$ cat src/lrukv_pkg.sv
package lrukv_pkg;

    localparam int DEFAULT_ENTRIES = 16;
    localparam int CAP_W           = 5;
    localparam int DATA_W          = 32;

    localparam logic [CAP_W-1:0]  CAP_RESET  = 5'd16;
    localparam logic              CMD_GET    = 1'b0;
    localparam logic              CMD_PUT    = 1'b1;
    localparam logic [DATA_W-1:0] MISS_VALUE = 32'hFFFF_FFFF;

    // Step strobes from the controller to the datapath
    typedef struct packed {
        logic capture;
        logic compare;
        logic decide;
        logic update;
        logic cfg_write;
    } t_dp_cmd;

endpackage

$ cat src/lrukv_ctrl.sv
module lrukv_ctrl (
    input  logic              i_clk,
    input  logic              i_rst_n,
    input  logic              i_start,
    input  logic              i_cfg_valid,
    output logic              o_busy,
    output logic              o_cfg_ready,
    output logic              o_result_valid,
    output lrukv_pkg::t_dp_cmd o_cmd
);

    typedef enum logic [2:0] {
        ST_IDLE,
        ST_CMP,
        ST_DEC,
        ST_UPD,
        ST_RESP
    } t_state;

    t_state r_state, n_state;
    logic   r_busy, n_busy;
    logic   r_res_valid, n_res_valid;

    always_comb begin
        n_state     = r_state;
        n_busy      = r_busy;
        n_res_valid = 1'b0;
        case (r_state)
            ST_IDLE: begin
                if (i_start) begin
                    n_state = ST_CMP;
                    n_busy  = 1'b1;
                end
            end
            ST_CMP:  n_state = ST_DEC;
            ST_DEC:  n_state = ST_UPD;
            ST_UPD: begin
                n_state     = ST_RESP;
                n_res_valid = 1'b1;
            end
            ST_RESP: begin
                n_state = ST_IDLE;
                n_busy  = 1'b0;
            end
            default: begin
                n_state = ST_IDLE;
                n_busy  = 1'b0;
            end
        endcase
    end

    always_ff @(posedge i_clk) begin
        if (!i_rst_n) begin
            r_state     <= ST_IDLE;
            r_busy      <= 1'b0;
            r_res_valid <= 1'b0;
        end else begin
            r_state     <= n_state;
            r_busy      <= n_busy;
            r_res_valid <= n_res_valid;
        end
    end

    always_comb begin
        o_cmd.capture   = (r_state == ST_IDLE) && i_start;
        o_cmd.compare   = (r_state == ST_CMP);
        o_cmd.decide    = (r_state == ST_DEC);
        o_cmd.update    = (r_state == ST_UPD);
        o_cmd.cfg_write = (r_state == ST_IDLE) && i_cfg_valid;
    end

    assign o_busy         = r_busy;
    assign o_cfg_ready    = !r_busy;
    assign o_result_valid = r_res_valid;

endmodule

$ cat src/lrukv_dpath.sv
module lrukv_dpath #(
    parameter int ENTRIES = lrukv_pkg::DEFAULT_ENTRIES
) (
    input  logic                                i_clk,
    input  logic                                i_rst_n,
    input  lrukv_pkg::t_dp_cmd                  i_cmd,
    input  logic [lrukv_pkg::CAP_W-1:0]         i_cfg_data,
    input  logic                                i_command,
    input  logic signed [lrukv_pkg::DATA_W-1:0] i_key,
    input  logic signed [lrukv_pkg::DATA_W-1:0] i_value,
    output logic                                o_found,
    output logic signed [lrukv_pkg::DATA_W-1:0] o_read_value
);

    localparam int DW = lrukv_pkg::DATA_W;
    localparam int IW = (ENTRIES > 1) ? $clog2(ENTRIES) : 1;
    localparam int FW = $clog2(ENTRIES + 1);
    localparam int XW = (FW > lrukv_pkg::CAP_W) ? FW : lrukv_pkg::CAP_W;
    localparam logic [XW-1:0] ENT_X = XW'(ENTRIES);

    logic [lrukv_pkg::CAP_W-1:0] r_cap;

    logic          r_cmd;
    logic [DW-1:0] r_key;
    logic [DW-1:0] r_value;

    logic [ENTRIES-1:0] r_valid;
    logic [IW-1:0]      r_rank [ENTRIES];
    logic [FW-1:0]      r_fill;
    logic [DW-1:0]      r_keys [ENTRIES];
    logic [DW-1:0]      r_mem  [ENTRIES];
    logic [DW-1:0]      r_rd_data;

    logic [ENTRIES-1:0] r_match, n_match;
    logic [ENTRIES-1:0] r_victim, n_victim;

    logic          r_hit, n_hit;
    logic [IW-1:0] r_hit_idx, n_hit_idx;
    logic [IW-1:0] r_slot, n_slot;
    logic [IW-1:0] r_old_rank, n_old_rank;
    logic          r_age_all, n_age_all;
    logic          r_touch, n_touch;
    logic          r_wr_key, n_wr_key;
    logic          r_wr_data, n_wr_data;
    logic          r_fill_inc, n_fill_inc;

    logic [FW-1:0] fill_dec;
    logic [IW-1:0] fill_m1;
    logic [IW-1:0] hit_rank;
    logic [IW-1:0] vic_idx;
    logic [XW-1:0] cap_x, cap_s, fill_x;

    assign fill_dec = r_fill - FW'(1);
    assign fill_m1  = fill_dec[IW-1:0];

    // Every valid key compared at once; the oldest valid entry holds rank fill-1
    always_comb begin
        for (int i = 0; i < ENTRIES; i++) begin
            n_match[i]  = r_valid[i] && (r_keys[i] == r_key);
            n_victim[i] = r_valid[i] && (r_rank[i] == fill_m1);
        end
    end

    // Valid keys are distinct, so the match vector is one-hot and an OR encodes it
    always_comb begin
        n_hit_idx = '0;
        hit_rank  = '0;
        vic_idx   = '0;
        for (int i = 0; i < ENTRIES; i++) begin
            if (r_match[i]) begin
                n_hit_idx = n_hit_idx | IW'(i);
                hit_rank  = hit_rank | r_rank[i];
            end
            if (r_victim[i]) begin
                vic_idx = vic_idx | IW'(i);
            end
        end
        n_hit = |r_match;

        cap_x  = XW'(r_cap);
        cap_s  = (cap_x > ENT_X) ? ENT_X : cap_x;
        fill_x = XW'(r_fill);

        n_touch    = 1'b0;
        n_wr_key   = 1'b0;
        n_wr_data  = 1'b0;
        n_fill_inc = 1'b0;
        n_age_all  = 1'b0;
        n_slot     = n_hit_idx;
        n_old_rank = hit_rank;
        if (r_cmd == lrukv_pkg::CMD_GET) begin
            n_touch = n_hit;
        end else if (cap_s != '0) begin
            n_touch   = 1'b1;
            n_wr_data = 1'b1;
            if (!n_hit) begin
                n_wr_key = 1'b1;
                if (fill_x < cap_s) begin
                    // lowest free entry is always the one at the fill count
                    n_slot     = r_fill[IW-1:0];
                    n_age_all  = 1'b1;
                    n_fill_inc = 1'b1;
                end else begin
                    n_slot     = vic_idx;
                    n_old_rank = fill_m1;
                end
            end
        end
    end

    always_ff @(posedge i_clk) begin
        if (!i_rst_n) begin
            r_cap <= lrukv_pkg::CAP_RESET;
        end else if (i_cmd.cfg_write) begin
            r_cap <= i_cfg_data;
        end
    end

    always_ff @(posedge i_clk) begin
        if (i_cmd.capture) begin
            r_cmd   <= i_command;
            r_key   <= i_key;
            r_value <= i_value;
        end
        if (i_cmd.compare) begin
            r_match  <= n_match;
            r_victim <= n_victim;
        end
        if (i_cmd.decide) begin
            r_hit      <= n_hit;
            r_hit_idx  <= n_hit_idx;
            r_slot     <= n_slot;
            r_old_rank <= n_old_rank;
            r_age_all  <= n_age_all;
            r_touch    <= n_touch;
            r_wr_key   <= n_wr_key;
            r_wr_data  <= n_wr_data;
            r_fill_inc <= n_fill_inc;
        end
    end

    always_ff @(posedge i_clk) begin
        if (!i_rst_n) begin
            r_valid <= '0;
            r_fill  <= '0;
            for (int i = 0; i < ENTRIES; i++) begin
                r_rank[i] <= '0;
            end
        end else if (i_cmd.update) begin
            if (r_touch) begin
                for (int i = 0; i < ENTRIES; i++) begin
                    if (IW'(i) == r_slot) begin
                        r_rank[i] <= '0;
                    end else if (r_valid[i] && (r_age_all || (r_rank[i] < r_old_rank))) begin
                        r_rank[i] <= r_rank[i] + IW'(1);
                    end
                end
            end
            if (r_fill_inc) begin
                r_valid[r_slot] <= 1'b1;
                r_fill          <= r_fill + FW'(1);
            end
        end
    end

    always_ff @(posedge i_clk) begin
        if (i_cmd.update && r_wr_key) begin
            r_keys[r_slot] <= r_key;
        end
    end

    always_ff @(posedge i_clk) begin
        if (i_cmd.update) begin
            if (r_wr_data) begin
                r_mem[r_slot] <= r_value;
            end
            r_rd_data <= r_mem[r_hit_idx];
        end
    end

    assign o_found = r_hit;

    always_comb begin
        if (r_cmd == lrukv_pkg::CMD_PUT) begin
            o_read_value = '0;
        end else if (r_hit) begin
            o_read_value = r_rd_data;
        end else begin
            o_read_value = lrukv_pkg::MISS_VALUE;
        end
    end

endmodule

$ cat src/lru_key_value_cache.sv
// Fully associative key-value cache with least-recently-used replacement.
//
// Command channel: drive i_command (get or put), i_key and i_value with start
// high; the transfer happens at a rising edge where start is high and busy is
// low. busy then stays high until the result has been presented.
// Result channel: o_found and o_read_value are valid for exactly one cycle
// while o_result_valid is high. The receiver cannot stall; the result is taken
// in that cycle or lost.
// Sequence: a command passes through compare, encode, update/read and respond,
// with the value store read through its registered port. The result is
// presented in the respond step and busy falls in the cycle after it, so a
// new command is only taken once the previous one has been answered.
// Configuration: capacity is written through i_cfg_valid / o_cfg_ready /
// i_cfg_data; o_cfg_ready is high whenever the cache is not busy.
// Reset (synchronous, active low) clears every entry's valid mark, the recency
// ranks and the fill count, and sets capacity to 16 (the default entry count).
module lru_key_value_cache #(
    parameter int ENTRIES = lrukv_pkg::DEFAULT_ENTRIES
) (
    input  logic                                i_clk,
    input  logic                                i_rst_n,
    input  logic                                start,
    output logic                                busy,
    input  logic                                i_command,
    input  logic signed [lrukv_pkg::DATA_W-1:0] i_key,
    input  logic signed [lrukv_pkg::DATA_W-1:0] i_value,
    output logic                                o_result_valid,
    output logic                                o_found,
    output logic signed [lrukv_pkg::DATA_W-1:0] o_read_value,
    input  logic                                i_cfg_valid,
    output logic                                o_cfg_ready,
    input  logic [lrukv_pkg::CAP_W-1:0]         i_cfg_data
);

    lrukv_pkg::t_dp_cmd dp_cmd;

    lrukv_ctrl u_ctrl (
        .i_clk          (i_clk),
        .i_rst_n        (i_rst_n),
        .i_start        (start),
        .i_cfg_valid    (i_cfg_valid),
        .o_busy         (busy),
        .o_cfg_ready    (o_cfg_ready),
        .o_result_valid (o_result_valid),
        .o_cmd          (dp_cmd)
    );

    lrukv_dpath #(
        .ENTRIES (ENTRIES)
    ) u_dpath (
        .i_clk        (i_clk),
        .i_rst_n      (i_rst_n),
        .i_cmd        (dp_cmd),
        .i_cfg_data   (i_cfg_data),
        .i_command    (i_command),
        .i_key        (i_key),
        .i_value      (i_value),
        .o_found      (o_found),
        .o_read_value (o_read_value)
    );

endmodule
$ cat config.mk
export PLATFORM = sky130hd
export DESIGN_NAME = lru_key_value_cache
export DESIGN_NICKNAME = d
export VERILOG_FILES = /design/src/lrukv_pkg.sv /design/src/lrukv_ctrl.sv /design/src/lrukv_dpath.sv /design/src/lru_key_value_cache.sv
export SDC_FILE = /design/constraint.sdc
export NUM_CORES = 1
export LEC_CHECK = 0
export ABC_CLOCK_PERIOD_IN_PS = 5580
export BUFFER_PORTS_ARGS = -buffer_cell sky130_fd_sc_hd__buf_2
export CAP_MARGIN = 20
export CORE_MARGIN = 2
export CORE_UTILIZATION = 52
export CTS_CLUSTER_DIAMETER = 100
export DETAILED_ROUTE_END_ITERATION = 8
export PLACE_DENSITY = 0.71
export SLEW_MARGIN = 20
export SYNTH_ARGS = -nofsm -noshare
export SYNTH_HDL_FRONTEND = slang
export SYNTH_SLANG_ARGS = --single-unit
$ cat constraint.sdc
create_clock -name i_clk -period 5.58 [get_ports i_clk]
set_clock_uncertainty 0.15 [all_clocks]
set_input_delay 0.558 -clock i_clk [delete_from_list [all_inputs] [get_ports i_clk]]
set_output_delay 0.558 -clock i_clk [all_outputs]
set_load 0.005 [all_outputs]
==> reports/metrics.csv, run 1 <==
stage,metric,value,unit
logic_synthesis,syn_area_per_cell,17.9,um^2
clock_network,clock sink count,1264,
flow_run,max-cap viol count,0,
routing,via count,27800,
clock_network,CTS root buffer,clkbuf_16,
power_and_ir_drop,Max IR drop VDD,0.300,mV
power_and_ir_drop,Psw,4.39,mW
logic_synthesis,ys async rst share,0,%
cells_and_area,"most common cell after layout, fill and taps aside",edfxtp_1,
cells_and_area,Finished Cell Area,0.0595,mm^2
cells_and_area,layout cells sized above 1,16.3,%
clock_network,Max H-tree Level,4,
timing,Final Critical Period,3740,ps
cells_and_area,# diodes,0,
timing,"Setup violations, final",0,
clock_network,Clock Latency Late Sink,740,ps
critical_path,CP arrival,4010,ps
floorplan,I/O pin total,110,
logic_synthesis,#FFs+latches synth,1264,
critical_path,crit-path max FO,23,
floorplan,Core Rows,116,
hold_path,worst min-delay path category,in -> reg,
timing,RSZ-0062 raised after global routing,no,
routing,remaining routing DRC violations,0,
grt,first-pass GRT wire length,184,mm
grt,largest net degree at the start of global routing,129,
place,I/O Buffers,109,
routing,Antenna Nets Post-Route,0,
floorplan,Initial Util,52.4,%
routing,DRT iter0 DRCs,3340,
floorplan,die height,321,um
timing,Slew @ Worst Pin,1070,ps
logic_synthesis,Ys Warns,0,
place,placer congestion estimate,0.892,
critical_path,Crit Path Category,reg -> reg,
floorplan,CORE AREA,0.100,mm^2
cells_and_area,most frequent cells in the layout,"edfxtp_1 (1233), xnor2_1 (484), clkbuf_16 (134)",
clock_network,CTS tree,done,
clock_network,post-CTS resize count,0,
timing,final hold vios,0,
power_and_ir_drop,overall power,20.1,mW
power_and_ir_drop,P_int,15.8,mW
place,Post-DP Area,0.0548,mm^2
critical_path,Setup crit start kind,flip-flop,
cells_and_area,Util after Layout,59.5,%
floorplan,total die area,0.103,mm^2
power_and_ir_drop,Reg power frac,53.7,%
cells_and_area,# nets final,3346,
grt,vias in the first global route,28400,
clock_network,clock-pin slew on the worst setup and hold paths,60,ps
place,dpl hpwl,69.4,mm
timing,Slew Limit Fails,0,
logic_synthesis,Post-Syn Instances,2928,
timing,period utilization,67.0,%
grt,initial antenna violation count,1,
routing,DR pass1 iterations,6,
clock_network,Post-CTS Repair Setup Buffers,0,
floorplan,Die Width,321,um
critical_path,critical path capture point type,flip-flop,
logic_synthesis,Netlist cell types,53,
power_and_ir_drop,Comb pwr share,5.1,%
routing,WL/cell,27.0,um
routing,routed wire length,124,mm
cells_and_area,Syn-to-layout area delta,13.6,%
timing,setup TNS,0,ps
cells_and_area,register area,0.0376,mm^2
logic_synthesis,Most used DFF post-synth,edfxtp_1,
power_and_ir_drop,pwr dens,338,mW/mm^2
grt,GRT Residual Overflow,0,
cells_and_area,Fill cells,7121,
critical_path,CP required,5850,ps
logic_synthesis,Post-Syn Area,0.0524,mm^2
routing,vias per inst,6.05,
logic_synthesis,register area share after synthesis,71.9,%
clock_network,clock buffer depth,3,
status,outcome,"complete, no violations",
timing,relative slew slack,28.5,%
power_and_ir_drop,Net Sw Frac,21.8,%
grt,GRT Util Overall,24.4,%
power_and_ir_drop,Clock power frac,41.2,%
logic_synthesis,number of synthesized flops with an enable pin,1233,
timing,f_max,0.267,GHz
logic_synthesis,Synth Net Count,3072,
power_and_ir_drop,Static Leak,19.5,nW
clock_network,hold-fix buffers at CTS,71,
cells_and_area,Multi-input gate area,0.0140,mm^2
clock_network,CTS Buf Count,130,
[kinds of logic after synthesis]
group           synth area share (%)
flops                           71.9
mux                             7.33
fa+ha+maj                       1.67
simple gates                    4.57
compound gates                  2.47
xor+xnor                        10.2
buf+inv                         1.85
[layout make-up]
class | instances | share of cell area, %
flip-flops and latches | 1264 | 63.3
multi-input cells | 1474 | 23.5
clock buffers | 163 | 5.85
repair buffers | 274 | 3.38
well taps | 1298 | 2.73
clock inverters | 65 | 0.950
inverters | 58 | 0.366
[per-stage QoR]
| stage | setup WS [ps] | cells | hold WS, ps |
|---|---|---|---|
| 2_1_floorplan | 1830 | 2928 | 312 |
| 3_3_place_gp | 2010 | 4297 | 366 |
| 4_1_cts | 1810 | 4596 | 159 |
| 5_1_grt | 1650 | 4596 | 186 |
| 3_5_place_dp | 1890 | 4297 | 378 |
| 6_report | 1840 | 4596 | 202 |
[worst paths after layout]
| path | from | to | slack [ps] | depth (start not counted) |
|---|---|---|---|---|
| max | u_ctrl.r_state[0] | u_dpath.r_mem[15][16] | 1840 | 6 |
| min | i_cfg_valid | u_dpath.cap_x[4] | 200 | 3 |
| max reg2reg | u_ctrl.r_state[0] | u_dpath.r_mem[15][16] | 1840 | 6 |
| min reg2reg | u_ctrl.o_busy | u_ctrl.o_busy | 370 | 2 |
[critical path, cell delays in order, from the launching register on]
cell and delay [ps]:
dfxtp_1 540, and3b_2 560, buf_4 490, nand2_1 140
buf_4 290, nor2_4 870, buf_4 350
[metal layers]
metal / part of all wire [%] / global-route usage, % / vias to the layer above / routed length (um)
li1: - / - / 11900 / -
met1: 42 / 35.0 / 14400 / 52600
met2: 48 / 38.9 / 1248 / 59400
met3: 7.5 / 3.68 / 215 / 9260
met4: 2.4 / 7.35 / 0 / 3000
met5: 0 / 0 / - / 0
[power by group through the flow]
stage	logic, mW	registers, mW	clock network, mW
detailed placement	0.986	11.0	0
global placement	0.952	11.0	0
global route	1.11	10.8	8.80
finish	1.03	10.8	8.30
CTS	1.03	10.8	8.43
floorplan	0.621	10.9	0
[flip-flops by register name (all words and copies together), names as in the netlist]
register,flops
u_dpath.r_valid,16
u_dpath.r_wr_key,1
u_dpath.r_value,32
u_dpath.r_mem,512
u_dpath.r_key,32
u_dpath.r_old_rank,4
u_ctrl.o_result_valid,1
u_ctrl.r_state,3
u_dpath.r_slot,4
u_dpath.o_found,1
u_ctrl.o_busy,1
u_dpath.r_cmd,1
u_dpath.r_keys,512
u_dpath.r_touch,1
u_dpath.r_hit_idx,4
u_dpath.r_wr_data,1
u_dpath.r_victim,15
u_dpath.fill_x,5
u_dpath.r_match,16
u_dpath.r_age_all,1
u_dpath.r_rank,64
u_dpath.r_rd_data,32
u_dpath.cap_x,5
[synth_stat cells (6+ instances only)]
| master | instances | area [um^2] |
|---|---|---|
| xor2_1 | 126 | 1100 |
| nand4_1 | 125 | 782 |
| nor2b_1 | 8 | 50.1 |
| a21o_1 | 18 | 135 |
| clkbuf_1 | 36 | 135 |
| buf_6 | 13 | 146 |
| xnor2_1 | 484 | 4240 |
| o2111ai_1 | 11 | 96.3 |
| buf_2 | 62 | 310 |
| and2_1 | 6 | 37.5 |
| nand2b_1 | 19 | 119 |
| nor4_1 | 57 | 357 |
| nand2_1 | 26 | 97.6 |
| o21bai_1 | 17 | 128 |
| nor2_1 | 121 | 454 |
| ha_1 | 70 | 876 |
| inv_1 | 58 | 218 |
| o21a_1 | 16 | 120 |
| buf_4 | 12 | 90.1 |
| mux4_1 | 50 | 1310 |
| nand3_1 | 53 | 265 |
| a22oi_1 | 32 | 240 |
| a21oi_1 | 35 | 175 |
| mux4_2 | 110 | 2480 |
| dfxtp_1 | 31 | 621 |
| a211oi_1 | 17 | 128 |
| o211ai_1 | 17 | 128 |
| nor3_1 | 17 | 85.1 |
| edfxtp_1 | 1233 | 37000 |
No activity file was read; power rests on OpenSTA's default activity.
==> inputs of run 2 (changes only) <==
--- a/config.mk
+++ b/config.mk
@@ -5,14 +5,14 @@
 export SDC_FILE = /design/constraint.sdc
 export NUM_CORES = 1
 export LEC_CHECK = 0
-export ABC_CLOCK_PERIOD_IN_PS = 5580
+export ABC_CLOCK_PERIOD_IN_PS = 3620
 export BUFFER_PORTS_ARGS = -buffer_cell sky130_fd_sc_hd__buf_2
 export CAP_MARGIN = 20
 export CORE_MARGIN = 2
 export CORE_UTILIZATION = 52
 export CTS_CLUSTER_DIAMETER = 100
 export DETAILED_ROUTE_END_ITERATION = 8
-export PLACE_DENSITY = 0.71
+export PLACE_DENSITY = 0.68
 export SLEW_MARGIN = 20
 export SYNTH_ARGS = -nofsm -noshare
 export SYNTH_HDL_FRONTEND = slang
==> constraint.sdc (replaced) <==
create_clock -name i_clk -period 3.62 [get_ports i_clk]
set_clock_uncertainty 0.15 [all_clocks]
set_input_delay 0.362 -clock i_clk [delete_from_list [all_inputs] [get_ports i_clk]]
set_output_delay 0.362 -clock i_clk [all_outputs]
set_load 0.005 [all_outputs]
==> run 2 against run 1 <==
Net effect: largest cell class unchanged; utilization grew 0.59 points; die area did not move; critical path depth is 1 lower.
==> reports/metrics.csv, run 2 (synthesized netlist as in run 1, its figures left out) <==
stage,metric,value,unit,change
routing,DRT iter0 DRCs,3173,,-5.0%
place,I/O Buffers,109,,unchanged
cells_and_area,Regs by FF count,"u_dpath.r_keys x512, u_dpath.r_mem x512, u_dpath.r_rank x64",,
critical_path,CP required,3990,ps,-1860 ps
clock_network,clock buffer depth,3,,unchanged
floorplan,I/O pin total,110,,unchanged
clock_network,CTS root buffer,clkbuf_16,,
clock_network,CTS tree,done,,
place,placed cells,4338,,+0.95%
clock_network,Clock Latency Late Sink,740,ps,about the same
critical_path,crit-path cells,xnor2_1 -> nand4_1 -> nor4_1 -> nand4_1 -> nor4_1,,
cells_and_area,"non-filler cells, final",4646,,+1.1%
timing,f_max,0.334,GHz,+25%
floorplan,Core Rows,116,,unchanged
power_and_ir_drop,pwr dens,523,mW/mm^2,+55%
critical_path,CP peak stage delay,1110,ps,+240 ps
routing,DR pass1 iterations,9,,+3
grt,largest net degree at the start of global routing,53,,-59%
clock_network,clock sink count,1264,,unchanged
routing,remaining routing DRC violations,0,,unchanged
cells_and_area,layout cells sized above 1,17.4,%,+1.2 points
grt,GRT Residual Overflow,0,,unchanged
routing,WL/cell,27.1,um,+0.11%
place,placer congestion estimate,0.870,,-2.5%
status,outcome,"complete, no violations",,
routing,Antenna Nets Post-Route,0,,unchanged
timing,Final Critical Period,2990,ps,-745 ps
critical_path,R2R setup slack,630,ps,-1220 ps
routing,vias per inst,5.99,,-0.93%
place,dpl hpwl,73.6,mm,+6.0%
timing,RSZ-0062 raised after global routing,no,,
power_and_ir_drop,overall power,31.4,mW,+56%
critical_path,reg2reg start,u_dpath.r_key[0],,
hold_path,hold path depth,4,,+1
clock_network,Max H-tree Level,4,,unchanged
cells_and_area,Syn-to-layout area delta,14.8,%,
clock_network,CTS Buf Count,131,,+0.77%
floorplan,total die area,0.103,mm^2,unchanged
critical_path,Crit Path Category,reg -> reg,,
floorplan,die height,321,um,unchanged
floorplan,Initial Util,52.4,%,unchanged
clock_network,clock-pin slew on the worst setup and hold paths,60,ps,about the same
grt,GRT Util Overall,24.6,%,+0.26 points
clock_network,post-CTS resize count,0,,unchanged
critical_path,critical path capture point type,flip-flop,,
critical_path,reg2reg path depth,5,,-1
routing,routed wire length,126,mm,+1.2%
critical_path,slowest CP cell,edfxtp_1,,
clock_network,Post-CTS Repair Setup Buffers,0,,unchanged
grt,first-pass GRT wire length,185,mm,+0.53%
critical_path,CP arrival,3360,ps,-650 ps
timing,final hold vios,0,,unchanged
hold_path,worst min-delay path category,in -> reg,,
power_and_ir_drop,Max IR drop VDD,0.439,mV,+46%
hold_path,hold_sp,i_cfg_valid,,
floorplan,CORE AREA,0.100,mm^2,unchanged
flow_run,max-cap viol count,0,,unchanged
cells_and_area,# nets final,3392,,+1.4%
critical_path,Setup crit start kind,flip-flop,,
power_and_ir_drop,Static Leak,19.8,nW,+1.6%
timing,Slew Limit Fails,0,,unchanged
grt,vias in the first global route,28100,,-0.94%
timing,"Setup violations, final",0,,unchanged
cells_and_area,most frequent cells in the layout,"edfxtp_1 (1233), xnor2_1 (484), clkbuf_16 (135)",,
timing,relative slew slack,23.5,%,-5.0 points
hold_path,Worst Hold Endpoint,u_dpath.cap_x[2],,
floorplan,Die Width,321,um,unchanged
critical_path,Reg2Reg Capture Point,u_dpath.r_match[8],,
timing,setup TNS,0,ps,unchanged
timing,Slew @ Worst Pin,1150,ps,+75.5 ps
routing,via count,27800,,+0.14%
critical_path,crit-path max FO,14,,-39%
grt,initial antenna violation count,2,,+1
timing,period utilization,82.7,%,+16 points
cells_and_area,"most common cell after layout, fill and taps aside",edfxtp_1,,
run 2: cell types whose count changed in the layout (fill, tap and decap cells not counted), moves of 2 or more:
cell / before / now
buf_4: 90 / 122
clkinv_2: 21 / 24
dlygate4sd3_1: 71 / 74
buf_12: 4 / 13
clkinv_1: 24 / 26
bufinv_16: 7 / 11
inv_6: 7 / 5
clkbuf_1: 27 / 23
run 2: how the worst max path moves through the flow:
stage	from	end	slack (ps)	depth (start not counted)
2_1_floorplan	u_ctrl.r_state[0]	u_dpath.r_match[0]	180	2
3_3_place_gp	u_dpath.r_key[0]	u_dpath.r_match[15]	690	6
3_5_place_dp	u_dpath.r_key[0]	u_dpath.r_match[8]	670	5
4_1_cts	u_dpath.r_key[0]	u_dpath.r_match[8]	640	5
5_1_grt	u_dpath.r_key[26]	u_dpath.r_match[8]	520	6
6_report	u_dpath.r_key[0]	u_dpath.r_match[8]	630	5
run 2: cell type report:
class	count	area [um^2]
diodes	1	2.50
flip-flops and latches	1264	37600
fillers	7113	39900
clock buffers	159	3480
inverters	58	218
well taps	1298	1620
clock inverters	73	707
multi-input cells	1474	14000
repair buffers	319	2480
run 2: metal layers:
metal	GRT usage (%)	share of wire, %	vias up
li1	-	-	12000
met1	35.5	42	14300
met2	38.5	47	1309
met3	4.34	8.0	219
met4	7.78	2.5	2
met5	0	0.024	-
run 2: through the flow:
| stage | hold slack [ps] | cell area [um^2] | setup WS [ps] | utilization [%] |
|---|---|---|---|---|
| 2_1_floorplan | 311 | 52400 | 180 | - |
| 3_3_place_gp | 333 | 55200 | 688 | 55.2 |
| 3_5_place_dp | 350 | 55200 | 672 | 55.2 |
| 4_1_cts | 8.95 | 60100 | 645 | 60.1 |
| 5_1_grt | 53.2 | 60100 | 525 | 60.1 |
| 6_report | 43.1 | 60100 | 626 | 60.1 |
run 2: timing repair:
action | CTS | global route
endpoints found under the setup margin | 0 | 0
hold buffers | 74 | 0
hold endpoints to repair | 72 | 0
run 2: power by group:
part,internal (mW),total [mW],switching [mW]
combinational,0.665,1.59,0.924
sequential,16.3,16.7,0.367
clock,7.64,13.2,5.51
total,24.6,31.4,6.80
run 2: worst max-delay path: cells and delay by family (launching register included):
kind / cells / cell delay, ps
simple gates: 4 / 1320
flops: 1 / 1110
xor+xnor: 1 / 200
